$ cat config.mk
export PLATFORM = sky130hd
export DESIGN_NAME = vad_prep
export DESIGN_NICKNAME = d
export VERILOG_FILES = /design/src/rtl/vad_pkg.sv /design/src/rtl/vad_prep.sv
export SDC_FILE = /design/constraint.sdc
export NUM_CORES = 1
export LEC_CHECK = 0
export BUFFER_PORTS_ARGS = -buffer_cell sky130_fd_sc_hd__buf_2
export CORE_MARGIN = 5
export CORE_UTILIZATION = 30
export CTS_CLUSTER_SIZE = 20
export DETAILED_ROUTE_END_ITERATION = 16
export RECOVER_POWER = 25
export SYNTH_ARGS = -nofsm -noshare
export SYNTH_HDL_FRONTEND = slang
export SYNTH_SLANG_ARGS = --single-unit
$ cat constraint.sdc
create_clock -name clk_i -period 0.8 [get_ports clk_i]
set_input_delay 0.16 -clock clk_i [delete_from_list [all_inputs] [get_ports clk_i]]
set_output_delay 0.16 -clock clk_i [all_outputs]
set_load 0.03 [all_outputs]
$ cat src/rtl/vad_pkg.sv
`timescale 1ns / 1ps
// ----------------------------------------------------------------------------
// vad_pkg
// shared types and constants for the vector angle pipeline
// ----------------------------------------------------------------------------
package vad_pkg;

  // guard bits appended below the magnitudes in the cordic datapath
  localparam int GUARD_BITS = 24;
  // number of arctangent entries, also the largest usable stage count
  localparam int TAB_LEN    = 24;
  // angle accumulator width and its fraction bits below the q9.7 lsb
  localparam int Z_W        = 24;
  localparam int Z_FRAC     = 8;
  // result width
  localparam int ANGLE_W    = 16;

  // quarter turn in accumulator units, and the folding constants in q9.7
  localparam logic signed [Z_W-1:0] RIGHT_Z     = 24'sd2947933;
  localparam logic [ANGLE_W-1:0]    RIGHT_Q     = 16'd11515;
  localparam logic [ANGLE_W-1:0]    HALF_TURN_Q = 16'd23040;
  localparam logic [ANGLE_W-1:0]    FULL_TURN_Q = 16'd46080;

  // atan(2^-i) in degrees (22/7 scale) times 2^15, rounded
  localparam logic signed [Z_W-1:0] ATAN_TAB [TAB_LEN] = '{
    24'sd1473967, 24'sd870133, 24'sd459755, 24'sd233379,
    24'sd117142,  24'sd58628,  24'sd29321,  24'sd14662,
    24'sd7331,    24'sd3665,   24'sd1833,   24'sd916,
    24'sd458,     24'sd229,    24'sd115,    24'sd57,
    24'sd29,      24'sd14,     24'sd7,      24'sd4,
    24'sd2,       24'sd1,      24'sd0,      24'sd0
  };

  // sign and zero information of the input vector, carried down the pipe
  typedef struct packed {
    logic dx_neg;
    logic dx_zero;
    logic dy_neg;
    logic dy_zero;
  } vad_flags_t;

endpackage

$ cat src/rtl/vad_prep.sv
`timescale 1ns / 1ps
// ----------------------------------------------------------------------------
// vad_prep
// input stage: magnitudes, guard bits and sign/zero flags
// ----------------------------------------------------------------------------
module vad_prep #(
  parameter int COORD_WIDTH = 16,
  parameter int XY_W        = 43
) (
  input  logic                              clk_i,
  input  logic                              rst_ni,
  input  logic                              valid_i,
  input  logic signed [COORD_WIDTH-1:0]     dx_i,
  input  logic signed [COORD_WIDTH-1:0]     dy_i,
  output logic                              valid_o,
  output logic signed [XY_W-1:0]            x_o,
  output logic signed [XY_W-1:0]            y_o,
  output vad_pkg::vad_flags_t               flags_o
);
  import vad_pkg::*;

  logic [COORD_WIDTH-1:0]  ax, ay;
  logic signed [XY_W-1:0]  x_d, y_d, x_q, y_q;
  vad_flags_t              flags_d, flags_q;
  logic                    valid_q;

  always_comb begin
    ax = dx_i[COORD_WIDTH-1] ? COORD_WIDTH'(-dx_i) : COORD_WIDTH'(dx_i);
    ay = dy_i[COORD_WIDTH-1] ? COORD_WIDTH'(-dy_i) : COORD_WIDTH'(dy_i);
    // |dy| feeds the x channel, |dx| the y channel
    x_d = $signed(XY_W'({ay, {GUARD_BITS{1'b0}}}));
    y_d = $signed(XY_W'({ax, {GUARD_BITS{1'b0}}}));
    flags_d.dx_neg  = dx_i[COORD_WIDTH-1];
    flags_d.dx_zero = (dx_i == '0);
    flags_d.dy_neg  = dy_i[COORD_WIDTH-1];
    flags_d.dy_zero = (dy_i == '0);
  end

  always_ff @(posedge clk_i or negedge rst_ni) begin
    if (!rst_ni) begin
      valid_q <= 1'b0;
    end else begin
      valid_q <= valid_i;
    end
  end

  always_ff @(posedge clk_i) begin
    x_q     <= x_d;
    y_q     <= y_d;
    flags_q <= flags_d;
  end

  assign valid_o = valid_q;
  assign x_o     = x_q;
  assign y_o     = y_q;
  assign flags_o = flags_q;

endmodule

## Yosys cells after proc, flatten, opt, wreduce, memory -nomap -nowiden

Cells that the tools add are included.

| word-level totals | value |
|---|---|
| register bits after elaboration | 37 |
| output and inout bits | 91 |
| logic and storage cells | 15 |

| cells by class | value |
|---|---|
| $add $sub $neg | 2 |
| mux-type cells | 2 |
| reductions and logical operators | 2 |

Operators by type and width:

| operator | count |
|---|---|
| logical NOT 16 bit | 2 |
| negator 16 bit | 2 |
| 2-to-1 mux 15 bit | 2 |

## Logic depth before layout (Yosys ltp)

| logic depth | value |
|---|---|
| depth in word-level cells | 2 |
| depth in mapped cells | 5 |
| depth with buffers taken out | 5 |

## Worst setup path after synthesis

Ideal clock, no wire load.

| timing | value |
|---|---|
| kind | in2reg |
| from | input port dy_i[6] |
| to | register x_q[35] (netlist: x_o[35]) |
| library setup time | 0.072 ns |
| data arrival time | 1.304 ns |
| slack | -0.576 ns |
| stages | 4 |
| path buffers | 1 |
| cell sequence | or4_4 buf_6 o41ai_2 xnor2_1 |

| on the way | value |
|---|---|
| word-level cells in the longest chain between the ends | 2 |

RTL lines:

| what | RTL line | source |
|---|---|---|
| from (decl) | vad_prep.sv:14 | `input logic signed [COORD_WIDTH-1:0] dy_i,` |
| negator 16 bit | vad_prep.sv:29 | `ay = dy_i[COORD_WIDTH-1] ? COORD_WIDTH'(-dy_i) : COORD_WIDTH'(dy_i);` |
| 2-to-1 mux 15 bit | vad_prep.sv:29 |  |
| named net ay[11] | vad_prep.sv:22 | `logic [COORD_WIDTH-1:0] ax, ay;` |
| to (signal assigned) | vad_prep.sv:48 | `x_q <= x_d;` |
| to (decl) | vad_prep.sv:23 | `logic signed [XY_W-1:0] x_d, y_d, x_q, y_q;` |

The timed path passes the listed nets, and every way through them passes these cells.
A chain may end at the register's enable or synchronous reset.

## Worst setup path after layout

| timing | value |
|---|---|
| from | input port dy_i[1] |
| to | register x_q[38] (netlist: x_o[38]) |

Same word-level chain as after synthesis.

==> reports/metrics.yaml <==
sta:
  setup_violations: 61
  hold_viol: 0
  finalCriticalPeriod_ns: 1.16
  layout_setup_ws_ns: -0.365
  tightest_slew_ns: 0.555
  period_share_pct: 146
  max_freq_mhz: 858
  drv_slew: 0
  rsz0062_at_grt: "true"
  relSlewSlack_pct: 63.0
worst_setup_path:
  crit_path_start_kind: "primary input"
  worstPathCellList: "buf_8 -> inv_4 -> ha_4 -> or4b_4 -> or2_0 -> o221ai_1"
  critPathMaxFanout: 5
  crit_required_ns: 1.01
  crit_family: "simple AND/OR/NAND/NOR gates"
  critical_path_arrival_ns: 1.37
  path_class: "primary input to flip-flop"
  path_buf_inv: 2
  cp_slowest_stage_delay_ns: 0.52
  cpMaxStageDelayCell: "or4b_4"
  end_kind: "flip-flop"
detailed_routing:
  dr.pass1.iters: 4
  wl_mm: 5.61
  drt_iter0_drc: 43
  drc: 0
  viasPerCell: 4.20
  wl_per_cell_um: 14.2
  drtAntennaViolNets: 0
  vias: 1663
die:
  core_area_um2: 6280
  io_pins: 126
  die_h_um: 89.7
  dieArea_um2: 8040
  die-width_um: 89.7
  initial_core_util_pct: 30.3
  rows: 29
run:
  maxCapViolations: 0
finish:
  final_nets: 355
  design_area_um2: 3480
  drive_above_1_share_pct: 68.3
  final_common_cell: "buf_6"
  antenna_cells: 0
  syn2layout_area_growth_pct: 82.6
  n_fill_cell: 505
  layout_common_cells: "60 x buf_6, 54 x conb_1, 35 x dfxtp_2"
hold_path:
  hp-class: "primary input to flip-flop"
grt:
  grt_pass1_wl_mm: 8.20
  overflow: 0
  grt.total_usage_pct: 13.2
  grt_pass1_vias: 1722
  antenna_found_initial: 0
  grt_max_degree: 19
power:
  cellLeakagePower_nw: 1.56
  p_per_area_nw_per_um2: 1730
  vdd_drop_max_mv: 1.11
  power_mw: 6.02
synth:
  syn-instance-count: 196
  synth_top_flop_cell: "dfxtp_1"
  ys_ff_latch: 37
  synth_edf_count: 0
  async_reset_ff_share_pct: 2.70
  postSynthAreaPerCell_um2: 9.72
  ys_seq_area_share_pct: 39.2
  synth.distinct_cells: 33
  yosysTopAreaCellShare_pct: 37.8
  yosys.area.top_type: "dfxtp_1"
  synth_area_leaders: "dfxtp_1 38%, buf_4 21%, xnor2_1 8.7%, o41ai_2 4.3%, xor2_1 2.8%"
  yosysWarnings: 0
  syn_area_um2: 1900
clock_network:
  root_buffer: "clkbuf_8"
  cts_sinks: 37
  numCtsBuffers: 5
  h-tree-depth: 2
  cts_tree: "done"
  clkTransAtPathRegs_ns: 0.08
  clock_path_buffers: 2
status:
  status: "complete, but fails checks"
  violations: "negative setup slack"
place:
  place_area_um2: 2560
  portBuffers: 71
  place_congestion: 0.766
  hpwl_mm: 3.68
-- synth_stat cells (2+ instances only) --
library cell,number
buf_4,54
dfxtp_1,36
xnor2_1,19
clkbuf_1,6
o21ai_0,6
xor2_1,6
inv_1,5
nand2b_1,5
nor3_1,5
o31ai_1,5
o41ai_2,5
nand2_1,4
nor2_1,4
nor4_1,4
or3_1,4
or2_2,3
or4_1,3
a21oi_1,2
a31oi_1,2
a41oi_1,2
ha_1,2
nand3_1,2
o41ai_1,2
-- area by class of cell --
| class | count | area (µm²) | area share (%) |
|---|---|---|---|
| Inverter | 5 | 38.8 | 1.12 |
| Tap cell | 77 | 96.3 | 2.77 |
| Multi-Input combinational cell | 147 | 1310 | 37.6 |
| Clock inverter | 3 | 65.1 | 1.87 |
| Timing Repair Buffer | 122 | 1110 | 31.9 |
| Clock buffer | 5 | 68.8 | 1.98 |
| Sequential cell | 37 | 790 | 22.7 |
-- cells by family after synthesis --
family | after synthesis | synth area share, %
simple gates | 40 | 12.5
fa+ha+maj | 2 | 1.31
other cells | 1 | 0.197
compound gates | 25 | 11.3
buf+inv | 66 | 24.0
flops | 37 | 39.2
xor+xnor | 25 | 11.5
-- registers in the layout, summed over array words and instances, names as in the netlist --
signal   cells
y_o         16
flags_o      4
valid_o      1
x_o         16
-- per-stage QoR --
step / hold slack, ns / setup slack (ns) / cells / TNS [ns] / util [%]
floorplan: -0.136 / -0.556 / 249 / -8.15 / -
global placement: -0.0660 / -0.682 / 370 / -14.24 / 40.8
detailed placement: -0.0643 / -0.726 / 370 / -14.72 / 40.8
CTS: 0.00307 / -0.351 / 390 / -8.66 / 53.2
global route: 0.0270 / -0.394 / 396 / -10.74 / 55.4
finish: 0.0214 / -0.365 / 396 / -8.94 / 55.4
-- routing by layer --
metal	track usage, %	vias up	wire length, µm
met3	2.65	8	483
li1	-	804	-
met1	15.8	759	2030
met2	23.1	92	3000
met5	0	-	0
met4	5.14	0	99
-- where the power goes --
part	leakage, nW	total (mW)	internal, mW	switching [mW]
Sequential	0.316	2.12	2.04	0.0810
Combinational	1.17	1.96	0.800	1.16
Clock	0.0681	1.93	1.24	0.694
Total	1.56	6.02	4.08	1.94
-- worst paths after layout --
check	start	endpoint	cells past startpoint
min in group asynchronous	rst_ni	valid_o	2
max in group asynchronous	rst_ni	valid_o	2
min	dx_i[0]	y_o[24]	1
max	dy_i[1]	x_o[38]	6
-- repair_timing --
item,in CTS,in global routing
hold buffers,3,0
endpoints found under the setup margin,63,63
resized for setup,160,20
cloned,1,0
pin swaps,39,21
buffers inserted,8,6
hold endpoints to repair,3,0
No activity file was read; power rests on OpenSTA's default activity.
