<file path="config.mk">
export PLATFORM = sky130hd
export DESIGN_NAME = vad_fold
export DESIGN_NICKNAME = d
export VERILOG_FILES = /design/src/rtl/vad_pkg.sv /design/src/rtl/vad_fold.sv
export SDC_FILE = /design/constraint.sdc
export NUM_CORES = 1
export LEC_CHECK = 0
export BUFFER_PORTS_ARGS = -buffer_cell sky130_fd_sc_hd__buf_2
export CAP_MARGIN = 10
export CORE_MARGIN = 2
export CORE_UTILIZATION = 54
export CTS_BUF_LIST = sky130_fd_sc_hd__clkbuf_4 sky130_fd_sc_hd__clkbuf_8 sky130_fd_sc_hd__clkbuf_16
export DETAILED_ROUTE_END_ITERATION = 8
export GPL_TIMING_DRIVEN = 0
export PLACE_DENSITY = 0.88
export SYNTH_ARGS = -nofsm -noshare
export SYNTH_HDL_FRONTEND = slang
export SYNTH_SLANG_ARGS = --single-unit
</file>
<file path="constraint.sdc">
create_clock -name clk_i -period 2.4 [get_ports clk_i]
set_clock_uncertainty 0.1 [all_clocks]
set_input_delay 0.36 -clock clk_i [delete_from_list [all_inputs] [get_ports clk_i]]
set_output_delay 0.36 -clock clk_i [all_outputs]
set_load 0.01 [all_outputs]
</file>
<file path="src/rtl/vad_pkg.sv">
`timescale 1ns / 1ps
// ----------------------------------------------------------------------------
// vad_pkg
// shared types and constants for the vector angle pipeline
// ----------------------------------------------------------------------------
package vad_pkg;

  // guard bits appended below the magnitudes in the cordic datapath
  localparam int GUARD_BITS = 24;
  // number of arctangent entries, also the largest usable stage count
  localparam int TAB_LEN    = 24;
  // angle accumulator width and its fraction bits below the q9.7 lsb
  localparam int Z_W        = 24;
  localparam int Z_FRAC     = 8;
  // result width
  localparam int ANGLE_W    = 16;

  // quarter turn in accumulator units, and the folding constants in q9.7
  localparam logic signed [Z_W-1:0] RIGHT_Z     = 24'sd2947933;
  localparam logic [ANGLE_W-1:0]    RIGHT_Q     = 16'd11515;
  localparam logic [ANGLE_W-1:0]    HALF_TURN_Q = 16'd23040;
  localparam logic [ANGLE_W-1:0]    FULL_TURN_Q = 16'd46080;

  // atan(2^-i) in degrees (22/7 scale) times 2^15, rounded
  localparam logic signed [Z_W-1:0] ATAN_TAB [TAB_LEN] = '{
    24'sd1473967, 24'sd870133, 24'sd459755, 24'sd233379,
    24'sd117142,  24'sd58628,  24'sd29321,  24'sd14662,
    24'sd7331,    24'sd3665,   24'sd1833,   24'sd916,
    24'sd458,     24'sd229,    24'sd115,    24'sd57,
    24'sd29,      24'sd14,     24'sd7,      24'sd4,
    24'sd2,       24'sd1,      24'sd0,      24'sd0
  };

  // sign and zero information of the input vector, carried down the pipe
  typedef struct packed {
    logic dx_neg;
    logic dx_zero;
    logic dy_neg;
    logic dy_zero;
  } vad_flags_t;

endpackage

</file>
<file path="src/rtl/vad_fold.sv">
`timescale 1ns / 1ps
// ----------------------------------------------------------------------------
// vad_fold
// clamp and round the base angle, then fold it onto the full circle
// ----------------------------------------------------------------------------
module vad_fold (
  input  logic                               clk_i,
  input  logic                               rst_ni,
  input  logic                               valid_i,
  input  logic signed [vad_pkg::Z_W-1:0]     z_i,
  input  vad_pkg::vad_flags_t                flags_i,
  output logic                               valid_o,
  output logic [vad_pkg::ANGLE_W-1:0]        angle_o
);
  import vad_pkg::*;

  logic signed [Z_W-1:0]  zc, zsum;
  logic [ANGLE_W-1:0]     a_d, a_q;
  vad_flags_t             flags_q;
  logic                   va_q;
  logic                   dx_le0, dx_ge0, dy_le0, dy_ge0;
  logic [ANGLE_W-1:0]     r_d, r_q;
  logic                   vr_q;

  // first half: clamp to a quarter turn, round to nearest, force a quarter turn when dy is zero
  always_comb begin
    priority if (z_i < 0) begin
      zc = '0;
    end else if (z_i > RIGHT_Z) begin
      zc = RIGHT_Z;
    end else begin
      zc = z_i;
    end
    zsum = zc + Z_W'(1 << (Z_FRAC - 1));
    if (flags_i.dy_zero) begin
      a_d = RIGHT_Q;
    end else begin
      a_d = ANGLE_W'(zsum[Z_W-1:Z_FRAC]);
    end
  end

  // second half: quadrant fold, first matching rule wins
  always_comb begin
    dx_le0 = flags_q.dx_neg | flags_q.dx_zero;
    dx_ge0 = ~flags_q.dx_neg;
    dy_le0 = flags_q.dy_neg | flags_q.dy_zero;
    dy_ge0 = ~flags_q.dy_neg;
    priority if (flags_q.dx_zero && flags_q.dy_zero) begin
      r_d = '0;
    end else if (dx_le0 && dy_ge0) begin
      r_d = FULL_TURN_Q - a_q;
    end else if (dx_le0 && dy_le0) begin
      r_d = HALF_TURN_Q + a_q;
    end else if (dx_ge0 && dy_le0) begin
      r_d = HALF_TURN_Q - a_q;
    end else begin
      r_d = a_q;
    end
  end

  always_ff @(posedge clk_i or negedge rst_ni) begin
    if (!rst_ni) begin
      va_q <= 1'b0;
      vr_q <= 1'b0;
    end else begin
      va_q <= valid_i;
      vr_q <= va_q;
    end
  end

  always_ff @(posedge clk_i) begin
    a_q     <= a_d;
    flags_q <= flags_i;
    r_q     <= r_d;
  end

  assign valid_o = vr_q;
  assign angle_o = r_q;

endmodule

</file>
# Word-level counts from Yosys, hierarchy flattened
# Index checks and enable logic that the tools add are counted.
word_totals:
  input_bits: 31
  out_inout_bits: 17
  elab_cells: 27
  regBits: 38
classes:
  n_bitwise: 4
  n_mux: 5
  addsub: 4
  n_lt_le_gt_ge: 2
  reduce_logical: 4
op_table:
  columns: ["operator", "n"]
  rows:
  - ["two-way mux 16 bit", 3]
  - ["two-way mux 24 bit", 2]
  - ["adder 24 x 9 -> 24 bit, second input constant", 1]
  - ["> comparator 24 x 23 -> 1 bit, second input constant", 1]
  - ["< comparator 24 x 1 -> 1 bit, second input constant", 1]
  - ["adder 15 x 16 -> 16 bit, first input constant", 1]
  - ["subtractor 15 x 16 -> 16 bit, first input constant", 1]
  - ["subtractor 16 bit, first input constant", 1]
  - ["logical AND 1 bit", 4]
  - ["inverter 1 bit", 2]
  - ["bitwise OR 1 bit", 2]

# Longest topological paths before layout
logic_depth:
  depth_word: 5
  depth_mapped: 8
  ltp_nobuf: 7

# Worst setup path after synthesis
# Ideal clock, no wire load.
synth_timing:
  kind: "reg2reg"
  from: "register a_q[0]"
  to: "register r_q[12], in the netlist angle_o[12]"
  t_arrival_ps: 1781
  path_slack_ps: 383
  path_stages_with_launch: 8
  period_less_slack_ps: 2017
  required_time_ps: 2165
  n_path_buf: 0
  path_cell_list: "dfxtp_1 -> inv_1 -> ha_1 -> nor4b_1 -> a21oi_1 -> o31a_1 -> o311ai_0 -> o41ai_1"
synth_between:
  elab_chain_len: 4
  word_cells_on_any_way: 6
  cone_classes: "add/sub (3); mux (3)"
synth_rtl:
  columns: ["item", "line", "source"]
  rows:
  - ["start, declared", "vad_fold.sv:18", "logic [ANGLE_W-1:0] a_d, a_q;"]
  - ["start signal, assigned", "vad_fold.sv:72", "a_q <= a_d;"]
  - ["subtractor 15 x 16 -> 16 bit", "vad_fold.sv:55", "r_d = HALF_TURN_Q - a_q;"]
  - ["two-way mux 16 bit", "vad_fold.sv:54", "end else if (dx_ge0 && dy_le0) begin"]
  - ["two-way mux 16 bit", "vad_fold.sv:52", "end else if (dx_le0 && dy_le0) begin"]
  - ["two-way mux 16 bit *", "vad_fold.sv:50", "end else if (dx_le0 && dy_ge0) begin"]
  - ["end signal, assigned", "vad_fold.sv:74", "r_q <= r_d;"]
  - ["end, declared", "vad_fold.sv:22", "logic [ANGLE_W-1:0] r_d, r_q;"]
# Every way passes the cells marked *; elsewhere a longest branch is shown, timed or not.
# A chain may end at the register's enable or synchronous reset.

# Worst setup path after layout
layout_timing:
  from: "register a_q[6]"
  to: "register r_q[12], in the netlist angle_o[12]"
# Same word-level chain as after synthesis.

==> flow_metrics.tcl <==
set metrics [dict create \
    status "finished, final reports clean" \
    clk_pin_slew_ns 0.07 \
    fill_cells 334 \
    clkLatencyLatePin_ns 0.30 \
    stdcell_count 361 \
    tns_ns 0 \
    pin_count 48 \
    drtPass1Iterations 4 \
    vias 2061 \
    swShare_pct 27.2 \
    seqPwrFrac_pct 48.9 \
    drc 0 \
    max_freq_mhz 459 \
    worst_path_max_delay_cell "nor4_1" \
    die_w_um 68.0 \
    path_max_fanout 7 \
    hp-start "flags_i[3]" \
    grt_setup_unrepaired "false" \
    port_buffers 46 \
    p_sw_uw 396 \
    startpoint_type "register" \
    reg2reg_to "angle_o[12]" \
    viasPerCell 5.71 \
    synth_edf_count 0 \
    synth_top_flop_cell "dfxtp_1" \
    layout-drive-gt1-share_pct 24.4 \
    cts_tree "done" \
    cp-end-kind "register" \
    max_cap_violations 0 \
    hold_path_class "input port to register" \
    worstPathRequired_ns 2.47 \
    powerDensity_nw_per_um2 553 \
    finalMaxSlewViolations 0 \
    grt_max_degree 12 \
    async_reset_ff_share_pct 5.26 \
    gp_congestion 0.906 \
    cellLeakagePower_uw 0.00108 \
    start_util_pct 55.7 \
    synth_cells 255 \
    drt_iter0_markers 167 \
    wirelength_mm 4.61 \
    ff2ff_path_depth 6 \
    grt_pass1_wl_mm 7.84 \
    synth_seq_area_share_pct 34.8 \
    power.total_uw 1450 \
    irDropWorstVdd_uv 339 \
    dp_hpwl_mm 3.62 \
    synth-seq-cells 38 \
    syn-cell-area_um2 2210 \
    max_stage_delay_ns 0.55 \
    tightest_slew_ns 0.742 \
    cts_max_level 2 \
    comb_power_share_pct 19.5 \
    num_rows 23 \
    antenna_found_initial 0 \
    gr-usage-all-layers_pct 22.1 \
    cts_buffers 5 \
    min_to "flags_q[3]" \
    wl_per_cell_um 12.8 \
    dieArea_um2 4620 \
    whs_path_depth 1 \
    first_global_vias 1883 \
    synthToLayoutAreaGrowth_pct 18.8 \
    p_int_uw 1060 \
    nets 346 \
    diodes 0 \
    cp.arrival_ns 2.25 \
    syn_area_per_cell_um2 8.67 \
    ys_warn_count 0 \
    post_cts_buffers 0 \
    die_y_um 68.0 \
    synthDistinctLibCells 65 \
    cts.sinks 38 \
    reg2reg_from "a_q[6]" \
    clock_power_share_pct 31.6 \
    clk_path_buf_depth 2 \
    cts_root_buffer "clkbuf_8" \
    grt_overflow 0 \
    fp.coreArea_um2 3970 \
    hold_viol 0 \
    regToRegSetupSlack_ns 0.22 \
    critical_path_class "register to register" \
    crit_chain "clkbuf_2 > nor4_1 > a21oi_1 > o31a_1 > o311ai_0 > o41ai_1" \
    placed_cells 352 \
    ant_nets 0 \
    slew_headroom_pct 50.1 \
    period_needed_ns 2.18 \
    setup_viol 0 \
    fin_util_pct 66.2 \
    timing.final.crit_share_pct 90.7 \
]
-- cell usage after synthesis (all sizes together), types with 4 or more instances --
| cell | instances | area, um2 |
|---|---|---|
| and3 | 4 | 25.0 |
| xor2 | 6 | 52.6 |
| nand4 | 6 | 37.5 |
| o21ai | 7 | 38.8 |
| inv | 8 | 30.0 |
| a211o | 10 | 87.6 |
| ha | 5 | 62.6 |
| buf | 5 | 40.0 |
| a21oi | 8 | 40.0 |
| dfxtp | 36 | 721 |
| nor3 | 13 | 65.1 |
| nor4 | 6 | 52.6 |
| nand3 | 9 | 45.0 |
| a31oi | 6 | 37.5 |
| or3 | 4 | 26.3 |
| clkbuf | 6 | 23.8 |
| nand2 | 16 | 60.1 |
| nor2 | 25 | 96.4 |
| nand2b | 4 | 25.0 |
| nor2b | 4 | 25.0 |
| xnor2 | 14 | 123 |
-- final cells by class --
class / instances / area [um2] / area share, %
inverter: 9 / 33.8 / 1.29
buffer: 12 / 73.8 / 2.81
clock buffer: 7 / 90.1 / 3.43
tap: 50 / 62.6 / 2.38
timing repair buffer: 47 / 240 / 9.14
sequential: 38 / 771 / 29.3
multi-input combinational: 197 / 1350 / 51.5
clock inverter: 1 / 5.00 / 0.190
-- per-stage QoR --
step	worst slack, ns	instance area (um2)	hold slack (ns)
4_1_cts	0.0325	2610	0.0598
3_3_place_gp	0.0393	2510	0.0435
3_5_place_dp	0.0601	2510	0.0476
6_report	0.222	2630	0.0645
5_1_grt	0.00856	2630	0.0579
2_1_floorplan	0.383	2220	-0.0356
-- worst max path at each step --
stage	from	end	slack (ns)	cells past startpoint
6_report	a_q[6]	angle_o[12]	0.22	6
3_5_place_dp	a_q[0]	angle_o[12]	0.06	7
3_3_place_gp	a_q[0]	angle_o[12]	0.04	7
4_1_cts	a_q[0]	angle_o[12]	0.03	7
5_1_grt	a_q[6]	angle_o[12]	0.009	6
2_1_floorplan	a_q[0]	angle_o[12]	0.38	7
-- layer usage --
metal / vias up / wire, um / GRT usage (%)
li1: 1041 / - / -
met1: 916 / 1950 / 25.5
met2: 93 / 2230 / 38.6
met3: 11 / 314 / 3.62
met4: 0 / 114 / 12.0
met5: - / 0 / 0
-- power by group through the flow --
stage                     registers (uW)  logic, uW  clock network, uW
after floorplan                      740        163                  0
after global placement               723        274                  0
after detailed placement             724        281                  0
after CTS                            710        284                465
after global routing                 718        317                496
final                                711        284                459
-- registers in the layout, summed over array words and instances, names as in the netlist --
signal and flops:
valid_o 1, flags_q 4, va_q 1, angle_o 16, a_q 16
-- cell families after synthesis --
kind of cell / count (synthesis) / synth area share, %
adder cells (fa/ha/maj): 5 / 2.83
multiplexers: 2 / 0.905
flip-flops: 38 / 34.8
AO/OA/AOI/OAI: 57 / 20.3
other: 1 / 0.170
AND/OR/NAND/NOR: 111 / 28.2
buffers and inverters: 21 / 4.86
XOR/XNOR: 20 / 7.92
-- worst max-delay path, delay by kind of cell (launching register included) --
family,cells,cell delay [ns]
and+or+nand+nor,1,0.55
AOI/OAI and AO/OA,4,0.95
buffers and inverters,1,0.15
DFF,1,0.30
-- timing repair --
| action | in CTS | in global routing |
|---|---|---|
| hold buffers | 1 | 0 |
| gates resized for setup | 0 | 2 |
| endpoints found under the hold margin | 2 | 0 |
| setup endpoints to repair | 0 | 3 |
-- cells in the final DEF (no fill, tap or decap), types with 4 or more instances in the layout --
cell / instances
a211o_1: 10
a21oi_1: 8
a31oi_1: 6
and3_1: 4
buf_2: 48
clkbuf_1: 5
clkbuf_8: 6
dfxtp_1: 36
ha_1: 5
inv_1: 8
nand2_1: 16
nand2b_1: 4
nand3_1: 9
nand4_1: 6
nor2_1: 24
nor2b_1: 4
nor3_1: 13
nor4_1: 5
o21ai_0: 6
xnor2_1: 14
xor2_1: 6
(Power assumes the default switching activity.)
