$ cat config.mk
export PLATFORM = sky130hd
export DESIGN_NAME = vad_cordic_stage
export DESIGN_NICKNAME = d
export VERILOG_FILES = /design/src/rtl/vad_pkg.sv /design/src/rtl/vad_cordic_stage.sv
export SDC_FILE = /design/constraint.sdc
export NUM_CORES = 1
export LEC_CHECK = 0
export BUFFER_PORTS_ARGS = -buffer_cell sky130_fd_sc_hd__clkbuf_2
export CAP_MARGIN = 0
export CORE_UTILIZATION = 50
export DETAILED_ROUTE_END_ITERATION = 8
export GPL_ROUTABILITY_DRIVEN = 0
export PLACE_DENSITY_LB_ADDON = 0.08
export SLEW_MARGIN = 20
export SYNTH_ARGS = -nofsm -noshare
export SYNTH_HDL_FRONTEND = slang
export SYNTH_SLANG_ARGS = --single-unit
$ cat constraint.sdc
create_clock -name clk_i -period 0.9 [get_ports clk_i]
set_clock_uncertainty 0.2 [all_clocks]
set_input_delay 0.09 -clock clk_i [delete_from_list [all_inputs] [get_ports clk_i]]
set_output_delay 0.09 -clock clk_i [all_outputs]
set_load 0.02 [all_outputs]
$ cat src/rtl/vad_pkg.sv
`timescale 1ns / 1ps
// ----------------------------------------------------------------------------
// vad_pkg
// shared types and constants for the vector angle pipeline
// ----------------------------------------------------------------------------
package vad_pkg;

  // guard bits appended below the magnitudes in the cordic datapath
  localparam int GUARD_BITS = 24;
  // number of arctangent entries, also the largest usable stage count
  localparam int TAB_LEN    = 24;
  // angle accumulator width and its fraction bits below the q9.7 lsb
  localparam int Z_W        = 24;
  localparam int Z_FRAC     = 8;
  // result width
  localparam int ANGLE_W    = 16;

  // quarter turn in accumulator units, and the folding constants in q9.7
  localparam logic signed [Z_W-1:0] RIGHT_Z     = 24'sd2947933;
  localparam logic [ANGLE_W-1:0]    RIGHT_Q     = 16'd11515;
  localparam logic [ANGLE_W-1:0]    HALF_TURN_Q = 16'd23040;
  localparam logic [ANGLE_W-1:0]    FULL_TURN_Q = 16'd46080;

  // atan(2^-i) in degrees (22/7 scale) times 2^15, rounded
  localparam logic signed [Z_W-1:0] ATAN_TAB [TAB_LEN] = '{
    24'sd1473967, 24'sd870133, 24'sd459755, 24'sd233379,
    24'sd117142,  24'sd58628,  24'sd29321,  24'sd14662,
    24'sd7331,    24'sd3665,   24'sd1833,   24'sd916,
    24'sd458,     24'sd229,    24'sd115,    24'sd57,
    24'sd29,      24'sd14,     24'sd7,      24'sd4,
    24'sd2,       24'sd1,      24'sd0,      24'sd0
  };

  // sign and zero information of the input vector, carried down the pipe
  typedef struct packed {
    logic dx_neg;
    logic dx_zero;
    logic dy_neg;
    logic dy_zero;
  } vad_flags_t;

endpackage

$ cat src/rtl/vad_cordic_stage.sv
`timescale 1ns / 1ps
// ----------------------------------------------------------------------------
// vad_cordic_stage
// one registered vectoring micro-rotation with a fixed shift
// ----------------------------------------------------------------------------
module vad_cordic_stage #(
  parameter int XY_W  = 43,
  parameter int SHIFT = 0
) (
  input  logic                                 clk_i,
  input  logic                                 rst_ni,
  input  logic                                 valid_i,
  input  logic signed [XY_W-1:0]               x_i,
  input  logic signed [XY_W-1:0]               y_i,
  input  logic signed [vad_pkg::Z_W-1:0]       z_i,
  input  vad_pkg::vad_flags_t                  flags_i,
  output logic                                 valid_o,
  output logic signed [XY_W-1:0]               x_o,
  output logic signed [XY_W-1:0]               y_o,
  output logic signed [vad_pkg::Z_W-1:0]       z_o,
  output vad_pkg::vad_flags_t                  flags_o
);
  import vad_pkg::*;

  localparam logic [XY_W-1:0]        LOW_MASK = ~({XY_W{1'b1}} << SHIFT);
  localparam logic signed [Z_W-1:0]  ATAN_I   = ATAN_TAB[SHIFT];

  logic                    y_neg, trunc_c;
  logic signed [XY_W-1:0]  xs, ys_fl;
  logic signed [XY_W-1:0]  x_d, y_d, x_q, y_q;
  logic signed [Z_W-1:0]   z_d, z_q;
  vad_flags_t              flags_q;
  logic                    valid_q;

  always_comb begin
    y_neg = y_i[XY_W-1];
    // x never goes negative, so the arithmetic shift already truncates toward zero
    xs    = x_i >>> SHIFT;
    ys_fl = y_i >>> SHIFT;
    // a negative y shifted toward zero is one above the floor when bits drop out
    trunc_c = y_neg & (|(y_i & LOW_MASK));
    if (y_neg) begin
      x_d = x_i - ys_fl - XY_W'(trunc_c);
      y_d = y_i + xs;
      z_d = z_i - ATAN_I;
    end else begin
      x_d = x_i + ys_fl;
      y_d = y_i - xs;
      z_d = z_i + ATAN_I;
    end
  end

  always_ff @(posedge clk_i or negedge rst_ni) begin
    if (!rst_ni) begin
      valid_q <= 1'b0;
    end else begin
      valid_q <= valid_i;
    end
  end

  always_ff @(posedge clk_i) begin
    x_q     <= x_d;
    y_q     <= y_d;
    z_q     <= z_d;
    flags_q <= flags_i;
  end

  assign valid_o = valid_q;
  assign x_o     = x_q;
  assign y_o     = y_q;
  assign z_o     = z_q;
  assign flags_o = flags_q;

endmodule

==> flow_metrics.env, run 1 <==
export IMPL_status="aborted with a tool error"
export IMPL_failing_step="global routing (5_1_grt)"
export IMPL_firstError="[ERROR DPL-0038] Utilization greater than 100%, impossible to legalize"
export IMPL_cts_buffer_depth=2
export IMPL_synth_ff_type="dfxtp_1"
export IMPL_async_flop_share=0.008772
export IMPL_synthCells=1414
export IMPL_ys_warn_count=0
export IMPL_syn_area_per_cell_um2=7.582
export IMPL_dp_cells=2324
export IMPL_cts_sinks=114
export IMPL_synth_edff_count=0
export IMPL_ys_types=68
export IMPL_clk_root_buffer_cell="clkbuf_16"
export IMPL_synth_net_count=1683
export IMPL_num_rows=53
export IMPL_synth_common_cells="177 x a21oi_1, 148 x ha_1, 141 x nor2_1"
export IMPL_synthTopCellsByArea="dfxtp_1 21%, ha_1 17%, a21oi_1 8.3%, xnor2_1 6.9%, nor2_1 4.9%"
export IMPL_pre_cts_ws_ns=-2.508
export IMPL_synth_area_leader_cell="dfxtp_1"
export IMPL_synthesis_area_mm2=0.01072
export IMPL_yosysTopAreaCellShare=0.2110
export IMPL_die_height_um=148.4
export IMPL_grt_start_max_net_pins=74
export IMPL_dp_hpwl_mm=31.61
export IMPL_ys_ff_latch=114
export IMPL_worst_endpoint="y_o[39]$_DFF_P_/D"
export IMPL_ios=232
export IMPL_synth_most_common_cell="a21oi_1"
export IMPL_initial_core_util=0.5100
export IMPL_die_w_um=148.4
export IMPL_worst_ep_kind="register input"
export IMPL_htreeDepth=4
export IMPL_cts_made_buffers=17
export IMPL_ys_seq_area_frac=0.2133
export IMPL_port_buffers=231
[cell families after synthesis]
logic type,Yosys count,share of synthesized area
flip-flops,114,0.2133
XOR/XNOR,102,0.08332
multiplexers,23,0.02147
buffers and inverters,204,0.07270
AND/OR/NAND/NOR,348,0.1498
adder cells (fa/ha/maj),152,0.1802
AO/OA/AOI/OAI,471,0.2791
[what timing repair did]
action / in CTS
endpoints found under the setup margin: 220
gates cloned: 1
pin swaps: 139
gates resized for setup: 549
hold endpoints to repair: 40
setup buffers: 48
hold buffers: 10
[per-stage QoR]
step	setup TNS, ns	cell area [um^2]	hold slack, ns
2_1_floorplan	-127.53	11580	-0.4056
3_3_place_gp	-175.80	16190	-0.3358
3_5_place_dp	-179.91	16190	-0.3318
4_1_cts	-166.08	19400	-0.1719
==> inputs of run 2 (changes only) <==
--- a/config.mk
+++ b/config.mk
@@ -7,10 +7,10 @@
 export LEC_CHECK = 0
 export BUFFER_PORTS_ARGS = -buffer_cell sky130_fd_sc_hd__clkbuf_2
 export CAP_MARGIN = 0
-export CORE_UTILIZATION = 50
+export CORE_UTILIZATION = 35
 export DETAILED_ROUTE_END_ITERATION = 8
 export GPL_ROUTABILITY_DRIVEN = 0
-export PLACE_DENSITY_LB_ADDON = 0.08
+export PLACE_DENSITY_LB_ADDON = 0.15
 export SLEW_MARGIN = 20
 export SYNTH_ARGS = -nofsm -noshare
 export SYNTH_HDL_FRONTEND = slang
==> run 2 against run 1 <==
  * The flow now finishes, with violations (hold timing, setup timing)
  * Synthesized area unchanged
  * Synthesized cell count stayed put
==> flow_metrics.env, run 2 <==
export IMPL_status="finished, violations left"
export IMPL_violations="hold timing, setup timing"
export IMPL_layout_cells_non_filler=2579
export IMPL_wl_met2_mm=22.60
export IMPL_cts_sinks=114
export IMPL_met1_length_mm=18.73
export IMPL_cts_buffer_depth=2
export IMPL_critical_path_class="in -> reg"
export IMPL_via_per_inst=5.135
export IMPL_cp_top_family="compound AO/OA/AOI/OAI gates"
export IMPL_min_from="z_i[1]"
export IMPL_drt_wl_total_mm=45.47
export IMPL_num_vias=13240
export IMPL_syn_area_per_cell_um2=7.582
export IMPL_crit_arrival_ns=3.05
export IMPL_async_flop_share=0.008772
export IMPL_wire_per_inst_um=17.63
export IMPL_first_pass_iters=5
export IMPL_synthAdderAreaFrac=0.1802
export IMPL_drive_gt1_frac=0.5656
export IMPL_path_buf_inv=2
export IMPL_synth_top_family_by_area="compound AO/OA/AOI/OAI gates"
export IMPL_nNetsFinal=2445
export IMPL_cap_violations=0
export IMPL_postPlaceCellArea_mm2=0.01651
export IMPL_synthCells=1414
export IMPL_cts_made_buffers=17
export IMPL_synth_most_common_cell="a21oi_1"
export IMPL_p_leak_nw=9.835
export IMPL_totalNegativeSetupSlack_ns=-171.32
export IMPL_relSlewSlack=0.4126
export IMPL_crit_path_end_kind="register"
export IMPL_synthTopCellsByArea="dfxtp_1 21%, ha_1 17%, a21oi_1 8.3%, xnor2_1 6.9%, nor2_1 4.9%"
export IMPL_period_share=3.202
export IMPL_clk_pin_slew_worst_paths_ns=0.06
export IMPL_grt_pass1_vias=13280
export IMPL_synth_mux_area_frac=0.02147
export IMPL_dr_wl_met3_mm=2.410
export IMPL_slew_violations=0
export IMPL_worst_slew_pin_slew_ns=0.8811
export IMPL_fin_area_mm2=0.02095
export IMPL_ys_seq_area_frac=0.2133
export IMPL_grt_antenna_before_repair=1
export IMPL_vdd_drop_max_v=0.001373
export IMPL_critPathMostFrequentCell="a211oi_2"
export IMPL_startpoint="x_i[1]"
export IMPL_htreeDepth=4
export IMPL_die_height_um=177.0
export IMPL_synth_area_leader_cell="dfxtp_1"
export IMPL_dp_cells=2461
export IMPL_hold_ws_ns=-0.1864
export IMPL_drtIter0Drc=800
export IMPL_grt_overflow_total=0
export IMPL_setup_slack_ns=-1.982
export IMPL_path_cells="clkbuf_16, clkinvlp_4, ha_4, nor2b_2, o211ai_1, a211oi_2, o41a_1, o31ai_4, o311ai_2, a21o_1, a211o_4, a211oi_2, xnor2_1"
export IMPL_critPathLaunchType="input port"
export IMPL_final_util=0.7012
export IMPL_hold_viol_final=37
export IMPL_port_buffers=231
export IMPL_synth_simple_gate_area_share=0.1498
export IMPL_num_rows=63
export IMPL_ys_ff_latch=114
export IMPL_slowest_delay_ns=0.47
export IMPL_initial_core_util=0.3589
export IMPL_crit_required_ns=1.07
export IMPL_min_period_ns=2.882
export IMPL_critPathMaxFanout=4
export IMPL_power_density_mw_per_mm2=1518
export IMPL_die_w_um=177.0
export IMPL_ys_warn_count=0
export IMPL_grt_setup_unrepaired="yes"
export IMPL_ys_types=68
export IMPL_synth_compound_area_frac=0.2791
export IMPL_synth_xor_area_frac=0.08332
export IMPL_hp_class="in -> reg"
export IMPL_area_growth_pct=95.38
export IMPL_setup_viol=221
export IMPL_ios=232
export IMPL_synthesis_area_mm2=0.01072
export IMPL_fmax_mhz=347.0
export IMPL_diodes=0
export IMPL_track_usage=0.2762
export IMPL_dp_hpwl_mm=33.02
export IMPL_synth_ff_type="dfxtp_1"
export IMPL_synth_net_count=1683
export IMPL_final_common_cell="buf_4"
export IMPL_routed_top_layer="met4"
export IMPL_drtAntennaViolNets=0
export IMPL_slowest_stage="o41a_1"
export IMPL_yosysTopAreaCellShare=0.2110
export IMPL_dieArea_mm2=0.03134
export IMPL_largest_register_ffs=43
export IMPL_clk_root_buffer_cell="clkbuf_16"
export IMPL_grt_pass1_wl_mm=67.25
export IMPL_core_area_mm2=0.02987
export IMPL_drc=0
export IMPL_grt_start_max_net_pins=77
export IMPL_synth_common_cells="177 x a21oi_1, 148 x ha_1, 141 x nor2_1"
export IMPL_cts_tree="done"
export IMPL_synth_edff_count=0
export IMPL_final_cell_mix="474 x buf_4, 123 x inv_1, 123 x buf_8"
[run 2: final timing paths]
path	slack, ns	end	cells after the start
worst max-delay path	-1.98	x_o[39]	13
worst min-delay path	-0.19	z_o[1]	2
max in group asynchronous	0.09	valid_o	3
min in group asynchronous	0.30	valid_o	3
[run 2: power by group]
| group | switching (mW) | internal, mW |
|---|---|---|
| combinational | 8.06 | 9.12 |
| sequential | 0.799 | 6.50 |
| clock | 2.66 | 4.67 |
[run 2: cells by family after synthesis]
group	Yosys count
AO/OA/AOI/OAI	471
AND/OR/NAND/NOR	348
adder cells (fa/ha/maj)	152
flip-flops	114
XOR/XNOR	102
multiplexers	23
buffers and inverters	204
[run 2: cell type report]
cell class	count	area [um^2]
well taps	390	488.0
fillers	2309	8927
clock inverters	11	160.2
clock buffers	21	450.4
inverters	146	645.6
repair buffers	801	7128
multi-input cells	1096	9644
flip-flops and latches	114	2431
[run 2: stage by stage]
stage	hold WS, ns	setup WS, ns	power (mW)
2_1_floorplan	-0.4056	-2.052	13.50
3_3_place_gp	-0.3356	-2.406	19.05
3_5_place_dp	-0.3334	-2.488	19.13
4_1_cts	-0.2172	-1.967	29.78
5_1_grt	-0.2071	-2.011	33.25
6_report	-0.1864	-1.982	31.80
[run 2: layer usage]
| layer | vias up | track usage |
|---|---|---|
| met3 | 119 | 0.04704 |
| met1 | 6186 | 0.3297 |
| met2 | 468 | 0.4803 |
| li1 | 6471 | - |
| met5 | - | 0 |
| met4 | 0 | 0.1243 |
[run 2: timing repair]
item / 4_1_cts / 5_1_grt
pin swaps: 147 / 182
hold buffers: 10 / 1
setup buffers: 51 / 56
endpoints found under the hold margin: 52 / 35
setup endpoints to repair: 220 / 222
resized for setup: 532 / 327
No activity file was read; power rests on OpenSTA's default activity.
==> inputs of run 3 (changes only) <==
--- a/config.mk
+++ b/config.mk
@@ -10,6 +10,7 @@
 export CORE_UTILIZATION = 35
 export DETAILED_ROUTE_END_ITERATION = 8
 export GPL_ROUTABILITY_DRIVEN = 0
+export HOLD_SLACK_MARGIN = 0.12
 export PLACE_DENSITY_LB_ADDON = 0.15
 export SLEW_MARGIN = 20
 export SYNTH_ARGS = -nofsm -noshare
==> run 3 against run 2 <==
  * The run still ends with hold timing, setup timing left
  * Sequential cell count unchanged
  * Non-clock buffer count unchanged
  * Utilization unchanged
  * Worst hold slack unchanged
  * Final cell count unchanged
  * Total power unchanged
  * Cell area unchanged
  * Setup slack unchanged
  * Die area unchanged
  * Global-route usage unchanged
  * Critical path type unchanged
  * Critical endpoint unchanged
  * Largest power group unchanged
==> flow_metrics.env, run 3 (synthesized netlist as in run 2, its figures left out) <==
export IMPL_clk_pin_slew_worst_paths_ns=0.06
export IMPL_slew_violations=0
export IMPL_cts_buffer_depth=2
export IMPL_hold_viol_final=37
export IMPL_num_vias=13240
export IMPL_grt_pass1_wl_mm=67.25
export IMPL_final_util=0.7012
export IMPL_drt_wl_total_mm=45.47
export IMPL_grt_setup_unrepaired="yes"
export IMPL_routed_top_layer="met4"
export IMPL_grt_antenna_before_repair=1
export IMPL_n_fill_cell=2309
export IMPL_status="finished, violations left"
export IMPL_critical_path_class="in -> reg"
export IMPL_min_period_ns=2.882
export IMPL_track_usage=0.2762
export IMPL_drive_gt1_frac=0.5656
export IMPL_relSlewSlack=0.4126
export IMPL_initial_core_util=0.3589
export IMPL_grt_overflow_total=0
export IMPL_drtAntennaViolNets=0
export IMPL_multi_input_area_mm2=0.009644
export IMPL_die_height_um=177.0
export IMPL_wire_per_inst_um=17.63
export IMPL_dieArea_mm2=0.03134
export IMPL_first_pass_iters=5
export IMPL_cts_sinks=114
export IMPL_nNetsFinal=2445
export IMPL_fmax_mhz=347.0
export IMPL_cts_tree="done"
export IMPL_postPlaceCellArea_mm2=0.01651
export IMPL_grt_start_max_net_pins=77
export IMPL_cts_made_buffers=17
export IMPL_cap_violations=0
export IMPL_area_growth_pct=95.38
export IMPL_crit_path_end_kind="register"
export IMPL_layout_cells_non_filler=2579
export IMPL_wl_met2_mm=22.60
export IMPL_final_common_cell="buf_4"
export IMPL_p_leak_nw=9.835
export IMPL_critPathMaxFanout=4
export IMPL_totalNegativeSetupSlack_ns=-171.32
export IMPL_num_rows=63
export IMPL_drc=0
export IMPL_ios=232
export IMPL_worst_slew_pin_slew_ns=0.8811
export IMPL_crit_arrival_ns=3.05
export IMPL_setup_viol=221
export IMPL_grt_pass1_vias=13280
export IMPL_diodes=0
export IMPL_port_buffers=231
export IMPL_hold_ws_ns=-0.1864
export IMPL_via_per_inst=5.135
export IMPL_setup_slack_ns=-1.982
export IMPL_drtIter0Drc=800
export IMPL_largest_register_ffs=43
export IMPL_seqCellArea_mm2=0.002431
export IMPL_crit_required_ns=1.07
export IMPL_critPathLaunchType="input port"
export IMPL_dr_wl_met3_mm=2.410
export IMPL_period_share=3.202
export IMPL_clk_root_buffer_cell="clkbuf_16"
export IMPL_power_density_mw_per_mm2=1518
export IMPL_dp_cells=2461
export IMPL_dp_hpwl_mm=33.02
export IMPL_die_w_um=177.0
export IMPL_hp_class="in -> reg"
export IMPL_final_cell_mix="474 x buf_4, 123 x inv_1, 123 x buf_8"
export IMPL_met1_length_mm=18.73
export IMPL_htreeDepth=4
export IMPL_fin_area_mm2=0.02095
export IMPL_vdd_drop_max_v=0.001373
export IMPL_violations="hold timing, setup timing"
export IMPL_core_area_mm2=0.02987
run 3: area by class of cell:
| class | count | area share |
|---|---|---|
| timing repair buffer | 801 | 0.3403 |
| sequential | 114 | 0.1161 |
| tap | 390 | 0.02329 |
| multi-input combinational | 1096 | 0.4604 |
| clock inverter | 11 | 0.007645 |
| inverter | 146 | 0.03082 |
| clock buffer | 21 | 0.02150 |
run 3: report_power, final:
part | switching, mW | total (mW) | internal (mW)
Combinational | 8.06 | 17.2 | 9.12
Clock | 2.66 | 7.33 | 4.67
Sequential | 0.799 | 7.29 | 6.50
Total | 11.5 | 31.8 | 20.3
run 3: worst paths after layout:
path,to,depth (start not counted),start,slack [ns]
max in group asynchronous,valid_o,3,rst_ni,0.09
min in group asynchronous,valid_o,3,rst_ni,0.30
setup / recovery,x_o[39],13,x_i[1],-1.98
hold / removal,z_o[1],2,z_i[1],-0.19
run 3: timing repair:
item | CTS | global route
setup endpoints to repair | 220 | 222
gates resized for setup | 532 | 327
pin swaps | 147 | 182
cloned | 0 | 0
endpoints found under the hold margin | 88 | 76
hold buffers | 10 | 1
setup buffers | 51 | 56
run 3: stage by stage:
| step | setup WS, ns | power [mW] |
|---|---|---|
| floorplan | -2.052 | 13.50 |
| global placement | -2.406 | 19.05 |
| detailed placement | -2.488 | 19.13 |
| CTS | -1.967 | 29.78 |
| global route | -2.011 | 33.25 |
| finish | -1.982 | 31.80 |
run 3: metal layers:
metal  GRT usage  vias up
met5           0        -
met3     0.04704      119
met2      0.4803      468
met1      0.3297     6186
met4      0.1243        0
li1            -     6471
run 3: critical path, stage by stage:
cell,delay (ns)
clkbuf_16,0.11
clkinvlp_4,0.10
ha_4,0.28
nor2b_2,0.04
o211ai_1,0.41
a211oi_2,0.15
o41a_1,0.47
o31ai_4,0.28
o311ai_2,0.14
a21o_1,0.24
a211o_4,0.37
a211oi_2,0.22
xnor2_1,0.14
